--- config.mk ---
export PLATFORM = sky130hd
export DESIGN_NAME = ipv4_dotted_address_parser_flat
export DESIGN_NICKNAME = d
export VERILOG_FILES = /design/src/hdl/ipv4_pkg.sv /design/src/hdl/ipv4_if.sv /design/src/hdl/ipv4_dotted_address_parser.sv /design/src/flat_wrapper.sv
export VERILOG_INCLUDE_DIRS = /design/src /design/src/hdl
export SDC_FILE = /design/constraint.sdc
export NUM_CORES = 1
export LEC_CHECK = 0
export BUFFER_PORTS_ARGS = -buffer_cell sky130_fd_sc_hd__buf_2
export CELL_PAD_IN_SITES_DETAIL_PLACEMENT = 0
export CELL_PAD_IN_SITES_GLOBAL_PLACEMENT = 2
export CORE_MARGIN = 1.5
export CORE_UTILIZATION = 42
export DETAILED_ROUTE_END_ITERATION = 10
export PLACE_DENSITY = 0.86
export RECOVER_POWER = 100
export SETUP_SLACK_MARGIN = 0.1
export SLEW_MARGIN = 20
export SYNTH_ARGS = -nofsm -noshare
export SYNTH_HDL_FRONTEND = slang
export SYNTH_SLANG_ARGS = --single-unit
--- constraint.sdc ---
create_clock -name clk -period 16.4 [get_ports clk]
set_input_delay 1.64 -clock clk [delete_from_list [all_inputs] [get_ports clk]]
set_output_delay 1.64 -clock clk [all_outputs]
set_load 0.01 [all_outputs]
--- src/hdl/ipv4_dotted_address_parser_macros.svh ---
// assertion macros for the ipv4 dotted address parser
`ifndef IPV4_DOTTED_ADDRESS_PARSER_MACROS_SVH
`define IPV4_DOTTED_ADDRESS_PARSER_MACROS_SVH

`ifndef SYNTH
// checked only out of reset
`define IPV4_ASSERT(lbl, prop) \
  lbl: assert property (@(posedge clk) disable iff (!rst_n) prop) \
    else $error("ipv4 parser check failed");
// checked at every edge, reset included
`define IPV4_ASSERT_ALWAYS(lbl, prop) \
  lbl: assert property (@(posedge clk) prop) \
    else $error("ipv4 parser reset check failed");
`else
`define IPV4_ASSERT(lbl, prop)
`define IPV4_ASSERT_ALWAYS(lbl, prop)
`endif

`endif

--- src/hdl/ipv4_pkg.sv ---
// shared types, constants and the address assembly function
`default_nettype none

package ipv4_pkg;

  localparam int CHAR_W = 8;
  localparam int ADDR_W = 32;
  localparam int PART_W = 8;
  localparam int NUM_SAVED = 3;

  localparam logic [ADDR_W-1:0] LIM_ONE   = 32'h00ff_ffff;
  localparam logic [ADDR_W-1:0] LIM_TWO   = 32'h0000_ffff;
  localparam logic [ADDR_W-1:0] LIM_THREE = 32'h0000_00ff;

  localparam logic [CHAR_W-1:0] CH_ZERO  = 8'h30;
  localparam logic [CHAR_W-1:0] CH_NINE  = 8'h39;
  localparam logic [CHAR_W-1:0] CH_LX    = 8'h78;
  localparam logic [CHAR_W-1:0] CH_UX    = 8'h58;
  localparam logic [CHAR_W-1:0] CH_DOT   = 8'h2e;
  localparam logic [CHAR_W-1:0] CH_LA    = 8'h61;
  localparam logic [CHAR_W-1:0] CH_LF    = 8'h66;
  localparam logic [CHAR_W-1:0] CH_UA    = 8'h41;
  localparam logic [CHAR_W-1:0] CH_UF    = 8'h46;
  localparam logic [CHAR_W-1:0] CH_NUL   = 8'h00;
  localparam logic [CHAR_W-1:0] CH_TAB   = 8'h09;
  localparam logic [CHAR_W-1:0] CH_CR    = 8'h0d;
  localparam logic [CHAR_W-1:0] CH_SPACE = 8'h20;

  typedef enum logic [2:0] {
    PH_START,
    PH_ZERO,
    PH_DIGITS,
    PH_DONE,
    PH_ERROR
  } phase_t;

  typedef enum logic [1:0] {
    BASE_DEC,
    BASE_OCT,
    BASE_HEX
  } base_t;

  typedef struct packed {
    logic              ok;
    logic [ADDR_W-1:0] value;
  } fin_t;

  // range checks per form and merge of the saved parts
  function automatic fin_t finish_addr(input logic [ADDR_W-1:0] acc,
                                       input logic [1:0]        cnt,
                                       input logic              over,
                                       input logic [PART_W-1:0] p0,
                                       input logic [PART_W-1:0] p1,
                                       input logic [PART_W-1:0] p2);
    fin_t f;
    f.ok    = !over;
    f.value = acc;
    unique case (cnt)
      2'd0: begin
        f.value = acc;
      end
      2'd1: begin
        if (acc > LIM_ONE) f.ok = 1'b0;
        f.value = {p0, acc[23:0]};
      end
      2'd2: begin
        if (acc > LIM_TWO) f.ok = 1'b0;
        f.value = {p0, p1, acc[15:0]};
      end
      2'd3: begin
        if (acc > LIM_THREE) f.ok = 1'b0;
        f.value = {p0, p1, p2, acc[7:0]};
      end
    endcase
    return f;
  endfunction

endpackage

`default_nettype wire

--- src/hdl/ipv4_if.sv ---
// valid/ready channel interfaces for characters in and addresses out
`default_nettype none

interface ipv4_in_if;
  import ipv4_pkg::*;
  logic              valid;
  logic              ready;
  logic [CHAR_W-1:0] char_code;
  logic              end_of_string;

  modport source (output valid, output char_code, output end_of_string, input ready);
  modport sink   (input valid, input char_code, input end_of_string, output ready);
endinterface

interface ipv4_out_if;
  import ipv4_pkg::*;
  logic              valid;
  logic              ready;
  logic              parse_ok;
  logic [ADDR_W-1:0] address_value;

  modport source (output valid, output parse_ok, output address_value, input ready);
  modport sink   (input valid, input parse_ok, input address_value, output ready);
endinterface

`default_nettype wire

--- src/hdl/ipv4_dotted_address_parser.sv ---
// top level: inet_aton style ipv4 address parser, one character per beat
//
// in_ch carries the address text one byte per beat, end_of_string set on the
// final byte of each string. out_ch gives one beat per string: parse_ok and
// the 32-bit address, first part in the top byte, zero on any error.
// a byte is taken into an input register, then a single pass of logic
// (digit scale and add, or range check and part merge) updates the parse
// state and, for the final byte, loads the output register.
// throughput: one byte per cycle, bounded by the accumulate step, unless a final byte waits on out_ch.
// bytes that are not final never wait on out_ch; a final byte waits in the
// input register only while an earlier result is still unclaimed, and
// in_ch.ready drops only then.
// after the final byte the parse state returns to its reset values.
// reset (rst_n low, synchronous) empties both registers and clears the
// parse state; a string in flight is dropped.
`default_nettype none
`include "ipv4_dotted_address_parser_macros.svh"

module ipv4_dotted_address_parser (
  input  logic          clk,
  input  logic          rst_n,
  ipv4_in_if.sink       in_ch,
  ipv4_out_if.source    out_ch
);
  import ipv4_pkg::*;

  // input register
  logic              s1_valid_r;
  logic [CHAR_W-1:0] s1_char_r;
  logic              s1_last_r;

  // parse state
  phase_t            phase_r;
  logic [ADDR_W-1:0] acc_r;
  base_t             base_r;
  logic [PART_W-1:0] part_r [NUM_SAVED];
  logic [1:0]        count_r;
  logic              over_r;   // some saved part exceeded one byte

  // output register
  logic              out_valid_r;
  logic              out_ok_r;
  logic [ADDR_W-1:0] out_addr_r;

  logic s1_adv;
  logic in_ready;

  // next state from the byte in the input register
  phase_t            phase_nxt;
  logic [ADDR_W-1:0] acc_nxt;
  base_t             base_nxt;
  logic [1:0]        count_nxt;
  logic              over_nxt;
  logic              wr_part;
  logic              fin_req;
  logic              in_part;
  logic              fin_go;
  fin_t              fin;
  logic              res_ok;
  logic [ADDR_W-1:0] res_addr;

  // character classes
  logic              is_dig;
  logic              is_ws;
  logic              is_hex_lo;
  logic              is_hex_up;
  logic [3:0]        dig_val;
  logic [3:0]        hex_val;
  logic [ADDR_W-1:0] acc_scaled;

  // a final byte needs the output register free, others pass straight on
  assign s1_adv   = s1_valid_r && (!s1_last_r || !out_valid_r || out_ch.ready);
  assign in_ready = !s1_valid_r || s1_adv;
  assign in_ch.ready = in_ready;

  assign out_ch.valid         = out_valid_r;
  assign out_ch.parse_ok      = out_ok_r;
  assign out_ch.address_value = out_addr_r;

  assign is_dig    = (s1_char_r >= CH_ZERO) && (s1_char_r <= CH_NINE);
  assign is_hex_lo = (s1_char_r >= CH_LA) && (s1_char_r <= CH_LF);
  assign is_hex_up = (s1_char_r >= CH_UA) && (s1_char_r <= CH_UF);
  assign is_ws     = (s1_char_r == CH_NUL) || (s1_char_r == CH_SPACE) ||
                     ((s1_char_r >= CH_TAB) && (s1_char_r <= CH_CR));
  assign dig_val   = s1_char_r[3:0];
  // 'a' and 'A' both end in 1, so add 9 to get 10
  assign hex_val   = s1_char_r[3:0] + 4'd9;

  // multiply by the base with shifts, times ten as times eight plus times two
  always_comb begin
    unique case (base_r)
      BASE_OCT: acc_scaled = {acc_r[ADDR_W-4:0], 3'b000};
      BASE_HEX: acc_scaled = {acc_r[ADDR_W-5:0], 4'b0000};
      default:  acc_scaled = {acc_r[ADDR_W-4:0], 3'b000} + {acc_r[ADDR_W-2:0], 1'b0};
    endcase
  end

  always_comb begin
    phase_nxt = phase_r;
    acc_nxt   = acc_r;
    base_nxt  = base_r;
    count_nxt = count_r;
    over_nxt  = over_r;
    wr_part   = 1'b0;
    fin_req   = 1'b0;
    in_part   = 1'b0;

    unique case (phase_r)
      PH_START: begin
        if (!is_dig) begin
          phase_nxt = PH_ERROR;
        end else if (s1_char_r == CH_ZERO) begin
          acc_nxt   = '0;
          base_nxt  = BASE_OCT;
          phase_nxt = PH_ZERO;
        end else begin
          acc_nxt   = {{(ADDR_W-4){1'b0}}, dig_val};
          base_nxt  = BASE_DEC;
          phase_nxt = PH_DIGITS;
        end
      end
      PH_ZERO: begin
        if ((s1_char_r == CH_LX) || (s1_char_r == CH_UX)) begin
          base_nxt  = BASE_HEX;
          phase_nxt = PH_DIGITS;
        end else begin
          phase_nxt = PH_DIGITS;
          in_part   = 1'b1;
        end
      end
      PH_DIGITS: begin
        in_part = 1'b1;
      end
      PH_DONE: begin
        phase_nxt = PH_DONE;
      end
      default: begin
        phase_nxt = PH_ERROR;
      end
    endcase

    // a byte inside a part: digit, dot, terminator or error
    if (in_part) begin
      priority if (is_dig) begin
        acc_nxt = acc_scaled + {{(ADDR_W-4){1'b0}}, dig_val};
      end else if ((base_r == BASE_HEX) && (is_hex_lo || is_hex_up)) begin
        acc_nxt = {acc_r[ADDR_W-5:0], hex_val};
      end else if (s1_char_r == CH_DOT) begin
        if (count_r == 2'd3) begin
          phase_nxt = PH_ERROR;
        end else begin
          wr_part   = 1'b1;
          count_nxt = count_r + 2'd1;
          over_nxt  = over_r || (acc_r > LIM_THREE);
          acc_nxt   = '0;
          base_nxt  = BASE_DEC;
          phase_nxt = PH_START;
        end
      end else if (is_ws) begin
        fin_req = 1'b1;
      end else begin
        phase_nxt = PH_ERROR;
      end
    end

    // one shared finish: on a terminator, or on the final byte inside a part
    fin_go = fin_req ||
             (s1_last_r && ((phase_nxt == PH_ZERO) || (phase_nxt == PH_DIGITS)));
    fin = finish_addr(acc_nxt, count_nxt, over_nxt, part_r[0], part_r[1], part_r[2]);
    if (fin_go) begin
      if (fin.ok) begin
        acc_nxt   = fin.value;
        phase_nxt = PH_DONE;
      end else begin
        acc_nxt   = '0;
        phase_nxt = PH_ERROR;
      end
    end

    res_ok   = (phase_nxt == PH_DONE);
    res_addr = res_ok ? acc_nxt : '0;
  end

  // input register
  always_ff @(posedge clk) begin
    if (!rst_n) begin
      s1_valid_r <= 1'b0;
    end else if (in_ch.valid && in_ready) begin
      s1_valid_r <= 1'b1;
    end else if (s1_adv) begin
      s1_valid_r <= 1'b0;
    end
    if (in_ch.valid && in_ready) begin
      s1_char_r <= in_ch.char_code;
      s1_last_r <= in_ch.end_of_string;
    end
  end

  // parse state, back to reset values after each final byte
  always_ff @(posedge clk) begin
    if (!rst_n) begin
      phase_r <= PH_START;
      acc_r   <= '0;
      base_r  <= BASE_DEC;
      count_r <= 2'd0;
      over_r  <= 1'b0;
    end else if (s1_adv) begin
      if (s1_last_r) begin
        phase_r <= PH_START;
        acc_r   <= '0;
        base_r  <= BASE_DEC;
        count_r <= 2'd0;
        over_r  <= 1'b0;
      end else begin
        phase_r <= phase_nxt;
        acc_r   <= acc_nxt;
        base_r  <= base_nxt;
        count_r <= count_nxt;
        over_r  <= over_nxt;
      end
    end
  end

  // saved parts keep their low byte only, the overflow flag covers the rest
  always_ff @(posedge clk) begin
    if (s1_adv && !s1_last_r && wr_part) begin
      part_r[count_r] <= acc_r[PART_W-1:0];
    end
  end

  // output register
  always_ff @(posedge clk) begin
    if (!rst_n) begin
      out_valid_r <= 1'b0;
    end else if (s1_adv && s1_last_r) begin
      out_valid_r <= 1'b1;
    end else if (out_ch.ready) begin
      out_valid_r <= 1'b0;
    end
    if (s1_adv && s1_last_r) begin
      out_ok_r   <= res_ok;
      out_addr_r <= res_addr;
    end
  end

  // checks
  `IPV4_ASSERT_ALWAYS(a_reset_clears, !rst_n |=> (phase_r == PH_START) && (count_r == 2'd0))
  `IPV4_ASSERT(a_bad_is_zero, out_valid_r && !out_ok_r |-> out_addr_r == '0)
  `IPV4_ASSERT(a_final_restarts, s1_adv && s1_last_r |=> (phase_r == PH_START) && (acc_r == '0))
  `IPV4_ASSERT(a_result_from_final, $rose(out_valid_r) |-> $past(s1_adv && s1_last_r))

endmodule

`default_nettype wire

--- src/flat_wrapper.sv ---
// flat-port wrapper written by rule: the top's interface ports become plain ports
module ipv4_dotted_address_parser_flat import ipv4_pkg::*;
  (clk, rst_n, in_ch_valid, in_ch_char_code, in_ch_end_of_string, in_ch_ready, out_ch_valid, out_ch_parse_ok, out_ch_address_value, out_ch_ready);
  ipv4_in_if in_ch_i ();
  ipv4_out_if out_ch_i ();
  input  logic clk;
  input  logic rst_n;
  input wire logic [$bits(in_ch_i.valid)-1:0] in_ch_valid;
  input wire logic [$bits(in_ch_i.char_code)-1:0] in_ch_char_code;
  input wire logic [$bits(in_ch_i.end_of_string)-1:0] in_ch_end_of_string;
  output wire logic [$bits(in_ch_i.ready)-1:0] in_ch_ready;
  output wire logic [$bits(out_ch_i.valid)-1:0] out_ch_valid;
  output wire logic [$bits(out_ch_i.parse_ok)-1:0] out_ch_parse_ok;
  output wire logic [$bits(out_ch_i.address_value)-1:0] out_ch_address_value;
  input wire logic [$bits(out_ch_i.ready)-1:0] out_ch_ready;
  assign in_ch_i.valid = in_ch_valid;
  assign in_ch_i.char_code = in_ch_char_code;
  assign in_ch_i.end_of_string = in_ch_end_of_string;
  assign in_ch_ready = in_ch_i.ready;
  assign out_ch_valid = out_ch_i.valid;
  assign out_ch_parse_ok = out_ch_i.parse_ok;
  assign out_ch_address_value = out_ch_i.address_value;
  assign out_ch_i.ready = out_ch_ready;
  ipv4_dotted_address_parser u_core (.clk(clk), .rst_n(rst_n), .in_ch(in_ch_i), .out_ch(out_ch_i));
endmodule
* After elaboration in Yosys (flattened, before gate mapping)
Memories as Yosys holds them, arrays and structs flattened.
Index checks and enable logic that the tools add are counted.
W data, S select, Z words.
** Storage, ports and cells
- Register bits :: 84
- Bits in writable memories :: 24
- Input bits :: 13
- Output and inout bits :: 35
- Logic and storage cells :: 144
- Memories :: 1
** Cells by class
- Add/subtract/negate cells :: 4
- Magnitude comparators :: 12
- Equal/unequal tests :: 17
- Muxes and demuxes :: 69
- Reductions and logical operators :: 30
** Memories
- u_core.part_r :: words 3, bits a word 8, read ports 3, clocked after Yosys merged registers in 0, write ports 1, RTL line ipv4_dotted_address_parser.sv:36 : logic [PART_W-1:0] part_r [NUM_SAVED];
** Operator list (count)
- $mux W32 :: 10
- $pmux W32 S4 :: 1
- $gt A32 B8 Y1 const B :: 2
- $pmux W32 S2 :: 1
- $add A32 B32 Y32 :: 1
- $add A32 B4 Y32 :: 1
- $gt A32 B16 Y1 const B :: 1
- $gt A32 B24 Y1 const B :: 1
- $mux W2 :: 15
- $mux W3 :: 10
- $mux W1 :: 27
- $eq A8 B6 Y1 const B :: 3
- $eq A8 B7 Y1 const B :: 2
- $ge A8 B7 Y1 const B :: 2
- $le A8 B7 Y1 const B :: 2
- $eq A3 B2 Y1 const B :: 4
- $pmux W3 S4 :: 1
- $logic_and A1 B1 Y1 :: 11
- $logic_or A1 B1 Y1 :: 10
- $eq A2 B2 Y1 const B :: 4
- $ge A8 B4 Y1 const B :: 1
- $ge A8 B6 Y1 const B :: 1
- $le A8 B4 Y1 const B :: 1
- $le A8 B6 Y1 const B :: 1
- other kinds (13) :: 19

* Depth between registers and ports, before layout
Gate-level depths: netlist (run 1).
- Depth after elaboration :: 15
- Gate-level depth with buffers :: 25
- Gate-level depth less buffers :: 18

* Least setup slack after synthesis (run 1)
Ideal clock, no wire load.
- Kind :: register to register
- Start point :: register u_core.base_r[0]
- End point :: register u_core.acc_r[24]
- Library setup time :: 0.067 ns
- Arrival time :: 5.937 ns
- Data required time :: 16.333 ns
- Slack :: 10.396 ns
- Stages on the path, launching flop included :: 26
- Buffers on the path :: 8
- Period minus slack after synthesis :: 6.004 ns
- Cells stage by stage :: dfxtp_1 inv_1 ha_1 buf_2 buf_2 buf_1 buf_1 buf_1 clkbuf_1 and2_1 ha_1 fa_1 a21oi_1 or3_1 or2_0 nor2_2 nor3b_2 nand4_2 nor4b_2 xnor2_1 a221o_1 or4_4 or3_4 buf_6 buf_6 o21ai_2
** Between the ends
- Longest elaborated chain between the ends :: 11
- Elaborated cells on any way between the ends :: 41
- Classes of those cells :: 1 x add/sub; 3 x order compare; 7 x eq/ne; 24 x mux; 6 x reduce/logical
** RTL lines
- start, declared :: RTL line ipv4_dotted_address_parser.sv:35 : base_t base_r;
- start signal, assigned :: RTL line ipv4_dotted_address_parser.sv:217 : base_r <= base_nxt;
- $eq A2 B2 Y1 / $eq A2 B1 Y1 (equally long branches) :: RTL line ipv4_dotted_address_parser.sv:91, ipv4_dotted_address_parser.sv:146
- $pmux W32 S2 / $logic_and A1 B1 Y1 (equally long branches) :: RTL line ipv4_dotted_address_parser.sv:91, ipv4_dotted_address_parser.sv:146
- $add A32 B4 Y32 (tied with other cells) :: RTL line ipv4_dotted_address_parser.sv:145 : acc_nxt = acc_scaled + {{(ADDR_W-4){1'b0}}, dig_val};
- $mux W32 (tied with other cells) :: RTL line ipv4_dotted_address_parser.sv:144 : priority if (is_dig) begin
- $mux W32 (tied with other cells) :: RTL line ipv4_dotted_address_parser.sv:143 : if (in_part) begin
- $gt A32 B8 Y1 (tied with other cells) :: RTL line ipv4_pkg.sv:71 : if (acc > LIM_THREE) f.ok = 1'b0;
- $mux W1 (tied with other cells) :: RTL line ipv4_pkg.sv:71
- $pmux W1 S3 / $logic_and A1 B1 Y1 (equally long branches) :: RTL line ipv4_pkg.sv:58, ipv4_dotted_address_parser.sv:168
- $mux W32 / $logic_or A1 B1 Y1 (equally long branches) :: RTL line ipv4_dotted_address_parser.sv:171, ipv4_dotted_address_parser.sv:167
- $mux W32 * :: RTL line ipv4_dotted_address_parser.sv:170 : if (fin_go) begin
- $mux W32 * :: RTL line ipv4_dotted_address_parser.sv:208 : if (s1_last_r) begin
- end signal, assigned :: RTL line ipv4_dotted_address_parser.sv:216 : acc_r <= acc_nxt;
- end, declared :: RTL line ipv4_dotted_address_parser.sv:34 : logic [ADDR_W-1:0] acc_r;
Mark *: on every way between the ends. The rest lies on a longest branch, timed or not. The select of a mux whose other input is x is not followed.
A chain may end at the register's enable or synchronous reset.

* Final worst setup path (run 1)
- Start point :: register u_core.acc_r[3]
- End point :: register u_core.out_addr_r[3], in the netlist u_core.out_ch.address_value[3], data pin
** Between the ends
- Longest elaborated chain between the ends :: 13
- Elaborated cells on any way between the ends :: 31
- Classes of those cells :: 2 x add/sub; 4 x order compare; 1 x eq/ne; 22 x mux; 2 x reduce/logical
** RTL lines
- parallel branches: the longest is 13 deep, another holds $add A32 B32 Y32
- end signal, assigned :: RTL line ipv4_dotted_address_parser.sv:242 : out_addr_r <= res_addr;
- end, declared :: RTL line ipv4_dotted_address_parser.sv:43 : logic [ADDR_W-1:0] out_addr_r;
Several ways; the timed one is not identified. The select of a mux whose other input is x is not followed.

==> metrics.txt, run 1 <==
outcome=finished, violations left; failing checks=capacitance limit, slew limit; IO buf count=47; drt drc=0; CP Class=flip-flop to flip-flop; first-pass GRT wire length=44,900 um; global-route usage over all layers=26.2%; share of layout cells above drive strength 1=7.98%; leakage power=0.00322 uW; Core Box Area=20,900 um^2; setup bufs post-CTS=0; via count=8,381; relative slew slack=-69.4%; CTS Sinks=108; Distinct cells, synth=90; Placer Congestion=0.862; RSZ-0062 raised after global routing=no; DRT Pass-1 Iters=5; area delta synth->final=6.33%; register bit total from synthesis=108; total gr overflow=0; Final nets=1,101; Final setup viols=0; chip width=149 um; FP Rows=53; final clock skew=9.70 ps; largest net degree at the start of global routing=71; WL/cell=21.4 um; worst slew pin tran=2520 ps; Clock power frac=43.0%; Vias per Instance=6.31; Post-CTS Resized=0; Starting Density=42.6%; Total Power=563 uW; Critical Path RT=16,620 ps; max-cap violations=2; drt total wl=28,500 um; pwr dens=59.5 nW/um^2; final instance area=9460 um^2; initial antenna violation count=0; total CTS buffers=9; asr flop ratio synth=0%; Ant. Diodes=0; Netlist Area Pre-Place=8900 um^2; die area=22,100 um^2; post-synth net total=1,102; worst hold slack=516 ps; Clock transition at path regs=80 ps; Psw=133 uW; Die H=149 um; dpl cells=1,312; post-route ant nets=0; Post-DP Area=9280 um^2; Flop pwr share=52.2%; Power Internal=431 uW; Final Cycle Share=45.9%; Hold Violations, Final=0; Post-CTS Hold Buffers=0; CTS tree=yes; switching power share of the total=23.5%; Synth Flop Type=edfxtp_1; CP endpoint kind=flip-flop; Final Max Tran Viols=63; Detailed Place HPWL=20,900 um; EDFF count, synth=66; fin cells=1,328; crit start category=flip-flop; WP data arrival=7760 ps; peak supply drop=47.5 uV; CP Max Fanout=27; synth warn=0; Worst Hold Class=flip-flop to flip-flop; syn avg cell area=8.48 um^2; Starting DRT DRC Count=690; number of global-route vias before repair=8,004; Logic pwr share=4.8%; Skew-Pair Late Insertion Delay=360 ps; cells after synthesis=1,049; min cycle time layout=7530 ps; # IOs=48; Max Clk Rate=133 MHz; Root Driver=clkbuf_16; Seq/Total Area, Yosys=31.7%; H-tree depth=3; setup_tns=0 ps; clock tree buffer depth=2
==> Yosys cell counts, types with 8 or more instances <==
master	count	share of area (%)
a211oi_1	10	0.84
a21o_1	12	1.0
a21oi_1	80	4.5
a221o_1	12	1.3
a221oi_1	16	1.6
a22oi_1	54	4.6
a31oi_1	17	1.2
and2_1	8	0.56
and3_1	32	2.2
buf_1	10	0.42
clkbuf_1	53	2.2
dfxtp_1	42	9.4
edfxtp_1	66	22
ha_1	38	5.3
inv_1	15	0.63
mux2_2	15	1.9
mux2i_1	8	0.90
nand2_1	105	4.4
nand2b_1	13	0.91
nand3_1	23	1.3
nand4_1	25	1.8
nor2_1	72	3.0
nor3_1	33	1.9
nor4_1	11	0.77
o211ai_1	9	0.76
o21ai_0	40	2.2
o21ai_1	24	1.3
o21ai_2	20	2.0
or3_1	12	0.84
or4_1	9	0.76
xnor2_1	21	2.1
xor2_1	11	1.1
==> final cells by class <==
class / count / area (um^2)
clock buffers: 10 / 250
flip-flops and latches: 108 / 2820
inverters: 16 / 60.1
multi-input cells: 853 / 5620
fillers: 2141 / 11400
well taps: 275 / 344
repair buffers: 60 / 278
clock inverters: 6 / 86.3
==> logic make-up (layout without fill, tap and decap cells) <==
group	after synthesis	count (layout)	share of synthesized area [%]
buffers and inverters	88	92	4.05
DFF	108	108	31.7
xor gates and xnor gates	32	32	3.15
and+or+nand+nor	385	385	22.6
adders and majority gates	40	40	5.79
muxes	23	23	2.80
AOI/OAI and AO/OA	373	373	29.9
==> cell usage in the layout, fill, tap and decap left out, types with 7 or more instances in the layout <==
| master | n |
|---|---|
| o21ai_1 | 9 |
| ha_1 | 37 |
| and2_1 | 7 |
| nand3_1 | 23 |
| or4_1 | 9 |
| nor2b_1 | 7 |
| inv_1 | 15 |
| mux2_2 | 14 |
| xnor2_1 | 21 |
| dfxtp_1 | 42 |
| nor2_1 | 71 |
| nor3_1 | 33 |
| clkbuf_16 | 10 |
| a221oi_1 | 16 |
| a221o_1 | 12 |
| a21oi_1 | 80 |
| o21a_1 | 7 |
| o211ai_1 | 9 |
| a21o_1 | 12 |
| buf_4 | 10 |
| and3_1 | 32 |
| xor2_1 | 11 |
| edfxtp_1 | 66 |
| o21ai_0 | 74 |
| a211oi_1 | 10 |
| nand2b_1 | 13 |
| mux2i_1 | 8 |
| buf_2 | 12 |
| clkbuf_1 | 38 |
| a31oi_1 | 17 |
| nand4_1 | 25 |
| a22oi_1 | 54 |
| or3_1 | 13 |
| nand2_1 | 105 |
| nor4_1 | 11 |
| o31ai_1 | 10 |
==> final timing paths <==
| check | start | to | slack (ps) | cells after the start |
|---|---|---|---|---|
| max | u_core.acc_r[3] | u_core.out_ch.address_value[3] | 8870 | 15 |
| min | u_core.base_r[1] | u_core.base_r[1] | 520 | 2 |
| max reg2reg | u_core.acc_r[3] | u_core.out_ch.address_value[3] | 8870 | 15 |
| min reg2reg | u_core.base_r[1] | u_core.base_r[1] | 520 | 2 |
==> sequential cells by signal, indices dropped and copies added (netlist names) <==
name,cells
u_core.count_r,2
u_core.part_r,24
u_core.s1_char_r,8
u_core.out_ch.address_value,32
u_core.phase_r,3
u_core.s1_last_r,1
u_core.acc_r,32
u_core.over_r,1
u_core.out_ch.valid,1
u_core.s1_valid_r,1
u_core.out_ch.parse_ok,1
u_core.base_r,2
==> metrics by stage <==
stage,utilization [%],worst slack (ps)
after floorplan,-,10400
after global placement,44.4,10370
after detailed placement,44.4,10280
final,45.3,8870
after CTS,46.0,10240
after global routing,45.3,8310
==> per-layer routing <==
layer | vias to the layer above | track usage, % | wire [um]
li1 | 4072 | - | -
met5 | - | 0 | 0
met3 | 37 | 3.80 | 1500
met2 | 247 | 45.3 | 13900
met4 | 0 | 6.34 | 467
met1 | 4025 | 34.2 | 12700
==> power by group through the flow <==
stage               Sequential [uW]  Combinational [uW]  Clock, uW
floorplan                       299                18.2          0
global placement                300                27.9          0
detailed placement              300                27.9          0
CTS                             294                28.0        247
global route                    295                30.2        256
finish                          294                27.2        242
==> critical path: stages, from the launching register on <==
cell and delay, ps:
dfxtp_1 730, inv_1 130, fa_1 450, nand2b_1 210
a211oi_1 380, nor4b_1 100, nor3_1 540, nand3b_1 240
nor4_1 750, nand4_1 280, nor3_1 290, xnor2_1 150
o21ai_0 170, or4_1 590, o31ai_1 1970, and3_1 380
Note: power is estimated with default switching activity, not from simulation.
==> run 2: changes to the inputs <==
- CORE_UTILIZATION: 42 -> 35
- PLACE_DENSITY: 0.86 -> 0.77
- clock period: 16.4 -> 6.7 ns (I/O delays scaled with it)
==> metrics.txt, run 2 (same netlist as run 1, synthesis figures left out) <==
post-route ant nets=0; max-cap violations=1; Final setup viols=0; Final nets=1,109; Clock power frac=40.9%; CTS tree=yes; Starting Density=35.5%; largest net degree at the start of global routing=54; Power Internal=1020 uW; Ant. Diodes=0; CP endpoint kind=flip-flop; total CTS buffers=9; Starting DRT DRC Count=719; setup_tns=0 ps; pwr dens=140 nW/um^2; crit start category=flip-flop; Core Box Area=25,000 um^2; Flop pwr share=53.9%; initial antenna violation count=0; setup bufs post-CTS=0; RSZ-0062 raised after global routing=no; DRT Pass-1 Iters=6; Critical Path RT=6930 ps; area delta synth->final=7.14%; CP Class=flip-flop to flip-flop; global-route usage over all layers=23.0%; drt drc=0; chip width=162 um; number of buffers and inverters on the critical path=2; Final Max Tran Viols=35; Skew-Pair Late Insertion Delay=360 ps; Psw=311 uW; FP Rows=58; crit-path max cell delay=730 ps; Worst path top cell family by delay=simple AND/OR/NAND/NOR gates; via count=8,486; H-tree depth=3; most common cell after layout, fill and taps aside=nand2_1; Post-CTS Hold Buffers=0; worst slack, placed=838 ps; total gr overflow=0; Root Driver=clkbuf_16; peak supply drop=107 uV; most frequent cells in the layout=105 x nand2_1, 80 x a21oi_1, 74 x o21ai_0; drt total wl=30,400 um; failing checks=capacitance limit, slew limit; CP Cell Sequence=clkbuf_1 > ha_1 > a211oi_2 > o21a_1 > o311ai_1 > nand3b_1 > nor4_1 > nand4_1 > nor3_1 > xnor2_1 > o21ai_0 > or4_1 > o31ai_4 > clkbuf_2 > and3_1; Logic pwr share=5.2%; Die H=162 um; switching power share of the total=23.3%; Max Clk Rate=166 MHz; number of global-route vias before repair=8,064; CP Max Fanout=27; final clock skew=10.5 ps; Finished Core Util=38.1%; Detailed Place HPWL=22,500 um; outcome=finished, violations left; worst slew pin tran=1910 ps; WL/cell=21.8 um; clock tree buffer depth=2; die area=26,400 um^2; Hold Violations, Final=0; Worst Hold Class=input pin to flip-flop; CP max stage cell=nor4_1; relative slew slack=-27.5%; Final Cycle Share=90.1%; Clock transition at path regs=70 ps; CTS Sinks=108; WP data arrival=6260 ps; # IOs=48; Final WS setup=661 ps; Vias per Instance=6.10; first-pass GRT wire length=47,100 um; min cycle time layout=6040 ps; IO buf count=47; Placer Congestion=0.845; share of layout cells above drive strength 1=8.01%; leakage power=0.00321 uW; Post-CTS Resized=0; Fillers=2,671
==> run 2: cell count changes in the layout (fill, tap and decap cells not counted), sizes merged <==
| cell | delta |
|---|---|
| buf | +1 |
| clkinv | -1 |
| clkbuf | +8 |
==> run 2: path summary, 6_finish.rpt <==
path	startpoint	slack (ps)	depth (start not counted)	endpoint
max	u_core.acc_r[3]	660	15	u_core.out_ch.address_value[19]
min	in_ch_char_code[2]	480	1	u_core.s1_char_r[2]
max reg2reg	u_core.acc_r[3]	660	15	u_core.out_ch.address_value[19]
min reg2reg	u_core.base_r[0]	510	2	u_core.base_r[0]
==> run 2: through the flow <==
| stage | area [um^2] | total power [uW] | cells | hold slack [ps] |
|---|---|---|---|---|
| 2_1_floorplan | 8900 | 777 | 1049 | 472 |
| 3_3_place_gp | 9410 | 805 | 1375 | 498 |
| 5_1_grt | 9540 | 1370 | 1391 | 473 |
| 4_1_cts | 9700 | 1350 | 1391 | 474 |
| 6_report | 9540 | 1330 | 1391 | 484 |
| 3_5_place_dp | 9410 | 805 | 1375 | 505 |
==> run 2: per-layer routing <==
metal,track usage [%],vias to the layer above,part of all wire [%]
met5,0,-,0
met4,5.25,0,1.4
met3,3.79,34,4.5
met2,39.5,211,49
met1,30.3,4147,45
li1,-,4094,-
==> run 2: power by group through the flow <==
stage	clock (uW)	combinational, uW	sequential [uW]
2_1_floorplan	0	44.6	733
3_3_place_gp	0	70.7	734
3_5_place_dp	0	70.9	734
4_1_cts	556	71.0	719
5_1_grt	579	75.5	721
6_report	546	69.1	719
==> run 2: layout make-up <==
| type | count | area, um^2 | share of cell area (%) |
|---|---|---|---|
| Sequential cell | 108 | 2820 | 29.6 |
| Clock inverter | 5 | 58.8 | 0.617 |
| Inverter | 16 | 60.1 | 0.630 |
| Tap cell | 330 | 413 | 4.33 |
| Timing Repair Buffer | 68 | 313 | 3.28 |
| Multi-Input combinational cell | 853 | 5640 | 59.1 |
| Clock buffer | 11 | 233 | 2.44 |
